--- src/hdl/lssi_pkg.sv ---
// ----------------------------------------------------------------------------
// lssi_pkg
// Types, codes and defaults of the sorted-insert LIFO stack unit.
// ----------------------------------------------------------------------------
package lssi_pkg;

  localparam int VALUE_W = 32;
  localparam int DEPTH_W = 7;
  localparam int ACT_W   = 3;
  localparam int STAT_W  = 2;

  localparam int DEF_STACK_DEPTH = 64;
  localparam int DEF_WORD_WIDTH  = 32;

  localparam logic [ACT_W-1:0] ACT_PUSH     = 3'd0;
  localparam logic [ACT_W-1:0] ACT_POP      = 3'd1;
  localparam logic [ACT_W-1:0] ACT_POP_MARK = 3'd2;
  localparam logic [ACT_W-1:0] ACT_PEEK     = 3'd3;
  localparam logic [ACT_W-1:0] ACT_INSERT   = 3'd4;
  localparam logic [ACT_W-1:0] ACT_MEMBER   = 3'd5;
  localparam logic [ACT_W-1:0] ACT_CLEAR    = 3'd6;

  localparam logic [STAT_W-1:0] ST_OK    = 2'd0;
  localparam logic [STAT_W-1:0] ST_EMPTY = 2'd1;
  localparam logic [STAT_W-1:0] ST_FULL  = 2'd2;
  localparam logic [STAT_W-1:0] ST_DUP   = 2'd3;

  typedef struct packed {
    logic [ACT_W-1:0]   action;
    logic [VALUE_W-1:0] value;
    logic [DEPTH_W-1:0] mark_depth;
  } lssi_req_t;

  typedef struct packed {
    logic [VALUE_W-1:0] out_value;
    logic [DEPTH_W-1:0] depth_now;
    logic               found;
    logic               at_mark;
    logic [STAT_W-1:0]  status;
  } lssi_res_t;

  typedef struct packed {
    logic load;   // take the request word
    logic shift;  // take the word of the cell below
  } lssi_cell_ctl_t;

endpackage

--- src/hdl/lssi_cell.sv ---
// ----------------------------------------------------------------------------
// lssi_cell
// One stack entry: holds a word, compares it with the request word, and
// loads the request word or the word of its lower neighbor.
// ----------------------------------------------------------------------------
module lssi_cell
  import lssi_pkg::*;
#(
  parameter int WORD_WIDTH = DEF_WORD_WIDTH
) (
  input  logic                  clk,
  input  lssi_cell_ctl_t        ctl,
  input  logic [WORD_WIDTH-1:0] val,
  input  logic [WORD_WIDTH-1:0] below,
  input  logic                  rd_sel,
  output logic [WORD_WIDTH-1:0] word,
  output logic                  le,
  output logic                  eq,
  output logic [WORD_WIDTH-1:0] rd_word
);

  always_ff @(posedge clk) begin
    if (ctl.load) begin
      word <= val;
    end else if (ctl.shift) begin
      word <= below;
    end
  end

  assign le      = (word <= val);
  assign eq      = (word == val);
  assign rd_word = rd_sel ? word : '0;

endmodule

--- config.mk ---
export PLATFORM = sky130hd
export DESIGN_NAME = lssi_cell
export DESIGN_NICKNAME = d
export VERILOG_FILES = /design/src/hdl/lssi_pkg.sv /design/src/hdl/lssi_cell.sv
export SDC_FILE = /design/constraint.sdc
export NUM_CORES = 1
export LEC_CHECK = 0
export BUFFER_PORTS_ARGS = -buffer_cell sky130_fd_sc_hd__buf_2
export CAP_MARGIN = 10
export CORE_ASPECT_RATIO = 2
export CORE_MARGIN = 2
export CORE_UTILIZATION = 46
export CTS_BUF_LIST = sky130_fd_sc_hd__clkbuf_4 sky130_fd_sc_hd__clkbuf_8
export CTS_CLUSTER_DIAMETER = 80
export DETAILED_ROUTE_END_ITERATION = 7
export HOLD_SLACK_MARGIN = 0.08
export PLACE_DENSITY = 0.91
export RECOVER_POWER = 25
export SLEW_MARGIN = 5
export SYNTH_ARGS = -nofsm -noshare
export SYNTH_HDL_FRONTEND = slang
export SYNTH_SLANG_ARGS = --single-unit
--- constraint.sdc ---
create_clock -name clk -period 2.3 [get_ports clk]
set_clock_uncertainty 0.05 [all_clocks]
set_input_delay 0.23 -clock clk [delete_from_list [all_inputs] [get_ports clk]]
set_output_delay 0.23 -clock clk [all_outputs]
set_load 0.005 [all_outputs]
Yosys cells after proc, flatten, opt, wreduce, memory -nomap -nowiden
Cells that the tools add are included.
{ "totals": {"out_inout_bits": 66, "elab_cells": 7, "input_bits": 68, "regBits": 32} }
{ "op_classes": {"muxes": 3, "magnitude_cmp": 1, "n_eq_ne": 1, "n_reduce_logical": 1} }
{ "op_table": {"columns": ["operator", "n"], "rows": [
  ["2-to-1 mux 32 bit", 3],
  ["== test 32 bit", 1],
  ["<= comparator 32 bit", 1],
  ["nonzero test 2 bit", 1]
]} }

Longest topological paths before layout
Gate-level depths: netlist (run 1).
{ "logic_depth": {"ltp_word": 2, "ltp_mapped": 7} }

Worst setup path after synthesis (run 1)
No wires, ideal clock.
{ "synth_timing": {"path_kind": "input -> register", "startpoint": "input ctl[1] (netlist name)", "endpoint": "register word[0], enable pin", "path_slack_ns": 0.459, "setup_time_ns": 0.390, "path_stages": 3, "n_path_buf": 2, "arrival_time_ns": 1.400, "cell_sequence": "clkbuf_1 > buf_4 > or2_1"} }
{ "synth_between": {"elab_chain_cells": 1} }
{ "synth_lines": {"columns": ["element", "line", "source"], "rows": [
  ["from (decl)", "lssi_cell.sv:12", "input lssi_cell_ctl_t ctl,"],
  ["nonzero test 2 bit (no source line)", null, null],
  ["to (signal assigned)", "lssi_cell.sv:24", "word <= val;"],
  ["to (signal assigned)", "lssi_cell.sv:26", "word <= below;"],
  ["to (decl)", "lssi_cell.sv:16", "output logic [WORD_WIDTH-1:0] word,"]
]} }
Every way passes these cells.
A chain may end at the register's enable or synchronous reset.

Worst setup path after layout (run 1)
{ "layout_timing": {"startpoint": "register word[21]", "endpoint": "output le"} }
{ "layout_between": {"elab_chain_cells": 1} }
{ "layout_lines": {"columns": ["element", "line", "source"], "rows": [
  ["<= comparator 32 bit", "lssi_cell.sv:30", "assign le = (word <= val);"],
  ["to (decl)", "lssi_cell.sv:17", "output logic le,"]
]} }
Every way passes these cells.

==> out/results.tsv, run 1 <==
stage	metric	value	unit
synth	yosys_warnings	0	
detailed_routing	via_per_inst	5.122	
setup_path	worstSetupEndpointType	output port	
detailed_routing	ant_nets	0	
synth	synth-edff-count	32	
timing	hold_viol_final	0	
synth	ys_ff_latch	32	
synth	syn-cell-area	0.002395	mm^2
timing	worst_slack	0.08717	ns
clock_tree	numCtsBuffers	5	
detailed_routing	firstDrtPassIters	4	
die	initial_core_util	47.03	%
die	io_pins	134	
min_path	min-delay-start	below[8]	
setup_path	cp_data_arrival_time	1.93	ns
min_path	holdPathEnd	word[8]$_DFFE_PP_	
grt	grt_pass1_vias	2189	
detailed_routing	wl_per_cell	14.61	um
die	num_rows	37	
grt	track_usage	21.67	%
setup_path	required	2.02	ns
clock_tree	tritoncts	built	
power_and_ir_drop	power_density	516.6	mW/mm^2
grt	antenna_found_initial	0	
timing	final.period_utilization	96.21	%
place	placedCellCount	407	
detailed_routing	vias	2146	
clock_tree	clock-sinks	32	
timing	final.min_clock_period	2.213	ns
timing	slew_headroom	45.24	%
die	dieWidth	55.02	um
synth	yosys-top-cells-count	33 x inv_1, 32 x and2_1, 32 x edfxtp_1, 32 x ha_1, 29 x mux2_1	
finish	top_register	word	
finish	layout.nets	460	
clock_tree	clkSlewWorstSetupHoldPaths	0.07	ns
clock_tree	cts_buffer_depth	2	
place	port_buffers	133	
synth	async_flop_share	0	%
finish	diodes	0	
clock_tree	ctsHoldBuffers	0	
synth	synth_ff_type	edfxtp_1	
setup_path	worst-setup-path-type	reg2out	
min_path	hp-class	in2reg	
detailed_routing	drc_errors	0	
finish	drive_gt1_share	44.32	%
setup_path	path_max_fanout	3	
finish	fillers	446	
flow_run	cap_viol_max_count	0	
grt	overflow	0	
finish	fin_util	64.40	%
timing	setup_viol	0	
power_and_ir_drop	ir_worst_vdd	0.4909	mV
finish	fin_cells	419	
synth	synthCells	220	
finish	reg_top3	word (32)	
clock_tree	clockRootBuffer	clkbuf_8	
die	die_h	106.0	um
detailed_routing	postRouteWirelength	6.123	mm
grt	grt_pass1_wl	9.232	mm
power_and_ir_drop	p_leak	1.711	nW
place	hpwl	4.993	mm
finish	syn_to_final_growth	36.94	%
setup_path	start_kind	flop	
setup_path	critPathSlowestCell	edfxtp_1	
outcome	status	completed	
die	coreArea	0.005092	mm^2
grt	grt_max_degree	33	
synth	yosysMostFrequentCell	inv_1	
synth	yosysSeqAreaShare	40.13	%
min_path	hold_depth	2	
setup_path	critPathMaxStageDelay	0.43	ns
die	dieArea	0.005834	mm^2
synth	yosys.area.top_type	edfxtp_1	
setup_path	crit_chain	ha_1, and4_2, a221oi_2, o31ai_1, o21bai_1, buf_2	
place	preCtsSetupSlack	0.3127	ns
synth	synth_area_per_cell	10.89	um^2
place	finalWeightedCongestion	0.8640	
clock_tree	htreeDepth	2	
timing	hold_ws	0.1786	ns
timing	fmax	451.9	MHz
synth	synth_area_leaders	edfxtp_1 40%, ha_1 17%, mux2_1 14%	
synth	synth.distinct_cells	31	
synth	syn_nets	320	
timing	maxSlewViolCount	0	
timing	rsz0062_at_grt	true	
timing	tightestPinTransition	0.8214	ns
detailed_routing	drt_iter0_drc	51	
finish	largest_register_ffs	32	
synth	synth.top_cell.area_share	40.13	%
area by class of cell:
class                      instances  area [um^2]  area share, %
sequential                        32        960.9          29.30
clock inverter                     3        13.76         0.4197
timing repair buffer             140        710.7          21.67
inverter                          33        123.9          3.777
multi-input combinational        148         1329          40.52
clock buffer                       5        68.82          2.098
tap                               58        72.57          2.213
cell usage in the layout, fill, tap and decap left out, types with 2 or more instances in the layout:
| cell type | n |
|---|---|
| clkbuf_8 | 5 |
| mux2_1 | 29 |
| ha_1 | 29 |
| buf_4 | 5 |
| edfxtp_1 | 32 |
| mux2_2 | 3 |
| a21oi_1 | 10 |
| and2_1 | 32 |
| nand4_1 | 4 |
| nand3_1 | 3 |
| ha_4 | 3 |
| inv_1 | 33 |
| nand2_1 | 9 |
| buf_2 | 132 |
| clkbuf_1 | 2 |
| a221oi_1 | 2 |
| clkinv_2 | 2 |
| o21ai_1 | 4 |
| nor2_1 | 2 |
logic make-up (layout without fill, tap and decap cells):
| kind of cell | count (synthesis) | in the layout | share of synthesized area [%] |
|---|---|---|---|
| simple gates | 60 | 60 | 15.20 |
| buf+inv | 40 | 181 | 6.740 |
| fa+ha+maj | 32 | 32 | 16.72 |
| mux | 32 | 32 | 15.05 |
| flops | 32 | 32 | 40.13 |
| compound gates | 24 | 24 | 6.165 |
routing by layer:
metal | track usage (%) | share of wire, % | wire length [um]
met1 | 20.18 | 32 | 1970
met2 | 42.09 | 60 | 3656
met3 | 2.669 | 5.3 | 322
met4 | 9.582 | 2.8 | 172
met5 | 0 | 0 | 0
report_power, final:
part | switching [W] | internal (W) | total (W)
logic | 0.000245 | 0.000270 | 0.000515
registers | 0.0000494 | 0.000721 | 0.000770
clock network | 0.000204 | 0.000205 | 0.000409
how the worst max path moves through the flow:
stage / cells after the start / to / slack [ns] / from
2_1_floorplan: 3 / word[0]$_DFFE_PP_ / 0.46 / ctl[1]
3_3_place_gp: 7 / le / 0.34 / word[14]$_DFFE_PP_
3_5_place_dp: 7 / le / 0.31 / word[14]$_DFFE_PP_
4_1_cts: 7 / le / 0.002 / word[14]$_DFFE_PP_
5_1_grt: 7 / le / -0.03 / word[5]$_DFFE_PP_
6_report: 6 / le / 0.09 / word[21]$_DFFE_PP_
through the flow:
step                      TNS (ns)  power (W)  area, um^2
after floorplan                  0   0.001028        2395
after global placement           0   0.001245        3118
after global routing      -0.02562   0.001804        3279
after CTS                        0   0.001680        3201
final                            0   0.001694        3279
after detailed placement         0   0.001268        3118
worst max-delay path, delay by kind of cell, from the launching register on:
family,cells,cell delay (ns)
AO/OA/AOI/OAI,3,0.49
adder cells (fa/ha/maj),1,0.32
buffers and inverters,1,0.13
flip-flops,1,0.43
AND/OR/NAND/NOR,1,0.27
repair_timing:
item / CTS / global route
buffers inserted: 0 / 4
resized for setup: 0 / 9
endpoints found under the setup margin: 0 / 2
(Power assumes the default switching activity.)
==> run 2, diff against run 1 <==
--- a/config.mk
+++ b/config.mk
@@ -16,6 +16,7 @@
 export HOLD_SLACK_MARGIN = 0.08
 export PLACE_DENSITY = 0.91
 export RECOVER_POWER = 25
+export REMOVE_ABC_BUFFERS = 1
 export SLEW_MARGIN = 5
 export SYNTH_ARGS = -nofsm -noshare
 export SYNTH_HDL_FRONTEND = slang
==> run 2 against run 1 <==
  * Non-clock buffer count increased by 3
  * First-iteration DRC count is 35% lower
  * Worst hold slack worse by 0.0019 ns
  * Critical path type unchanged
==> out/results.tsv, run 2 (same netlist as run 1, synthesis figures left out) <==
stage	metric	value	unit	change
timing	tightestPinTransition	0.8366	ns	was 0.8214 ns
timing	tns	0	ns	unchanged
grt	grt_pass1_vias	2200		was 2,189
timing	final.period_utilization	95.86	%	was 96.21%
grt	overflow	0		unchanged
timing	maxSlewViolCount	0		unchanged
clock_tree	tritoncts	built		unchanged
setup_path	worst-setup-path-type	reg2out		unchanged
min_path	hold_depth	2		unchanged
clock_tree	clock-sinks	32		unchanged
finish	final_cell_mix	128 x buf_2, 33 x inv_1, 32 x and2_1, 32 x edfxtp_1, 29 x mux2_1		was 132 x buf_2, 33 x inv_1, 32 x and2_1, 32 x edfxtp_1
power_and_ir_drop	power_density	518.9	mW/mm^2	was 516.6 mW/mm^2
timing	setup_viol	0		unchanged
detailed_routing	vias	2184		was 2,146
setup_path	required	2.02	ns	about the same
finish	layout.nets	463		was 460
place	port_buffers	133		unchanged
finish	final_common_cell	buf_2		unchanged
finish	diodes	0		unchanged
finish	fillers	439		was 446
detailed_routing	via_per_inst	5.188		was 5.122
setup_path	critPathSlowestCell	edfxtp_1		unchanged
grt	grt_pass1_wl	9.128	mm	was 9.232 mm
die	die_h	106.0	um	unchanged
place	hpwl	5.093	mm	was 4.993 mm
place	finalWeightedCongestion	0.8252		was 0.8640
finish	reg_top3	word (32)		unchanged
min_path	hp-class	in2reg		unchanged
finish	largest_register_ffs	32		unchanged
power_and_ir_drop	p_leak	1.721	nW	was 1.711 nW
flow_run	cap_viol_max_count	0		unchanged
die	initial_core_util	47.03	%	unchanged
timing	fmax	453.5	MHz	was 451.9 MHz
detailed_routing	firstDrtPassIters	4		unchanged
clock_tree	htreeDepth	2		unchanged
setup_path	start_kind	flop		unchanged
setup_path	cp_data_arrival_time	1.92	ns	was 1.93 ns
power_and_ir_drop	p_int	0.001232	W	was 0.001196 W
setup_path	worstSetupEndpointType	output port		unchanged
power_and_ir_drop	ir_worst_vdd	0.3977	mV	was 0.4909 mV
power_and_ir_drop	seq_power_share	44.2	%	was 45.5%
clock_tree	clockRootBuffer	clkbuf_8		unchanged
die	dieWidth	55.02	um	unchanged
die	num_rows	37		unchanged
grt	track_usage	21.83	%	was 21.67%
power_and_ir_drop	power.switching	0.0005172	W	was 0.0004982 W
die	io_pins	134		unchanged
power_and_ir_drop	combPwrFrac	31.7	%	was 30.4%
detailed_routing	ant_nets	0		unchanged
detailed_routing	drc_errors	0		unchanged
setup_path	critPathMaxStageDelay	0.41	ns	was 0.43 ns
clock_tree	ctsHoldBuffers	0		unchanged
power_and_ir_drop	swShare	29.57	%	was 29.41%
timing	hold_ws	0.1767	ns	was 0.1786 ns
finish	drive_gt1_share	46.56	%	was 44.32%
outcome	status	completed		unchanged
setup_path	path_max_fanout	2		was 3
die	coreArea	0.005092	mm^2	unchanged
timing	slew_headroom	44.23	%	was 45.24%
die	dieArea	0.005834	mm^2	unchanged
clock_tree	clkSlewWorstSetupHoldPaths	0.06	ns	was 0.07 ns
grt	antenna_found_initial	0		unchanged
power_and_ir_drop	p_total	0.001749	W	was 0.001694 W
timing	rsz0062_at_grt	true		unchanged
min_path	min-delay-start	below[4]		was below[8]
setup_path	path_buf_inv	1		unchanged
clock_tree	numCtsBuffers	5		unchanged
timing	hold_viol_final	0		unchanged
clock_tree	cts_buffer_depth	2		unchanged
finish	syn_to_final_growth	40.75	%	was 36.94%
detailed_routing	drt_iter0_drc	33		was 51
min_path	holdPathEnd	word[4]$_DFFE_PP_		was word[8]$_DFFE_PP_
timing	final.min_clock_period	2.205	ns	was 2.213 ns
detailed_routing	postRouteWirelength	6.409	mm	was 6.123 mm
detailed_routing	wl_per_cell	15.22	um	was 14.61 um
grt	grt_max_degree	33		unchanged
power_and_ir_drop	p_clk_share	24.1	%	was 24.2%
setup_path	crit_chain	ha_1, a21oi_1, o21ai_1, a221oi_2, o31ai_2, o21bai_1, buf_2		was ha_1, and4_2, a221oi_2, o31ai_1, o21bai_1, buf_2
setup_path	cp_top_family	compound AO/OA/AOI/OAI gates		unchanged
finish	top_register	word		unchanged
run 2: cell types whose count changed in the layout (fill, tap and decap cells not counted), moves of 2 or more:
cell	before	now
a221oi_1	2	0
a221oi_2	1	3
ha_1	29	25
clkbuf_1	2	6
buf_2	132	128
ha_4	3	7
buf_4	5	8
a21oi_2	1	4
a21oi_1	10	7
run 2: per-stage QoR:
stage | util, % | instances | setup slack [ns] | area, um^2
floorplan | - | 213 | 0.5787 | 2357
global placement | 61.23 | 407 | 0.3136 | 3118
detailed placement | 61.23 | 407 | 0.3254 | 3118
CTS | 62.83 | 414 | 0.005120 | 3199
global route | 66.19 | 421 | -0.03996 | 3371
finish | 66.19 | 421 | 0.09514 | 3371
run 2: worst max path at each step:
| stage | from | endpoint | slack [ns] | depth (start not counted) |
|---|---|---|---|---|
| floorplan | word[14]$_DFFE_PP_ | le | 0.58 | 6 |
| global placement | word[21]$_DFFE_PP_ | le | 0.31 | 6 |
| detailed placement | word[14]$_DFFE_PP_ | le | 0.33 | 7 |
| CTS | word[14]$_DFFE_PP_ | le | 0.005 | 7 |
| global route | word[19]$_DFFE_PP_ | le | -0.04 | 7 |
| finish | word[19]$_DFFE_PP_ | le | 0.1 | 7 |
run 2: repair_timing:
item,in CTS,in global routing
resized for setup,0,18
buffers inserted,0,7
setup endpoints to repair,0,1
run 2: layout make-up:
type / count / area [um^2] / share of cell area, %
Multi-Input combinational cell: 148 / 1404 / 41.65
Sequential cell: 32 / 960.9 / 28.51
Timing Repair Buffer: 143 / 728.2 / 21.60
Inverter: 33 / 123.9 / 3.675
Clock buffer: 6 / 76.32 / 2.264
Tap cell: 58 / 72.57 / 2.153
Clock inverter: 1 / 5.005 / 0.1485
run 2: routing by layer:
metal / part of all wire [%] / GRT usage, % / wire length (um)
met1: 32 / 18.01 / 2036
met2: 60 / 43.11 / 3864
met3: 4.3 / 4.213 / 273
met4: 3.7 / 10.80 / 235
met5: 0 / 0 / 0
run 2: power by group through the flow:
| stage | clock network (W) | logic, W | registers (W) |
|---|---|---|---|
| after floorplan | 0 | 0.000234 | 0.000779 |
| after global placement | 0 | 0.000471 | 0.000773 |
| after detailed placement | 0 | 0.000491 | 0.000780 |
| after CTS | 0.000435 | 0.000493 | 0.000768 |
| after global routing | 0.000449 | 0.000625 | 0.000782 |
| final | 0.000421 | 0.000555 | 0.000773 |
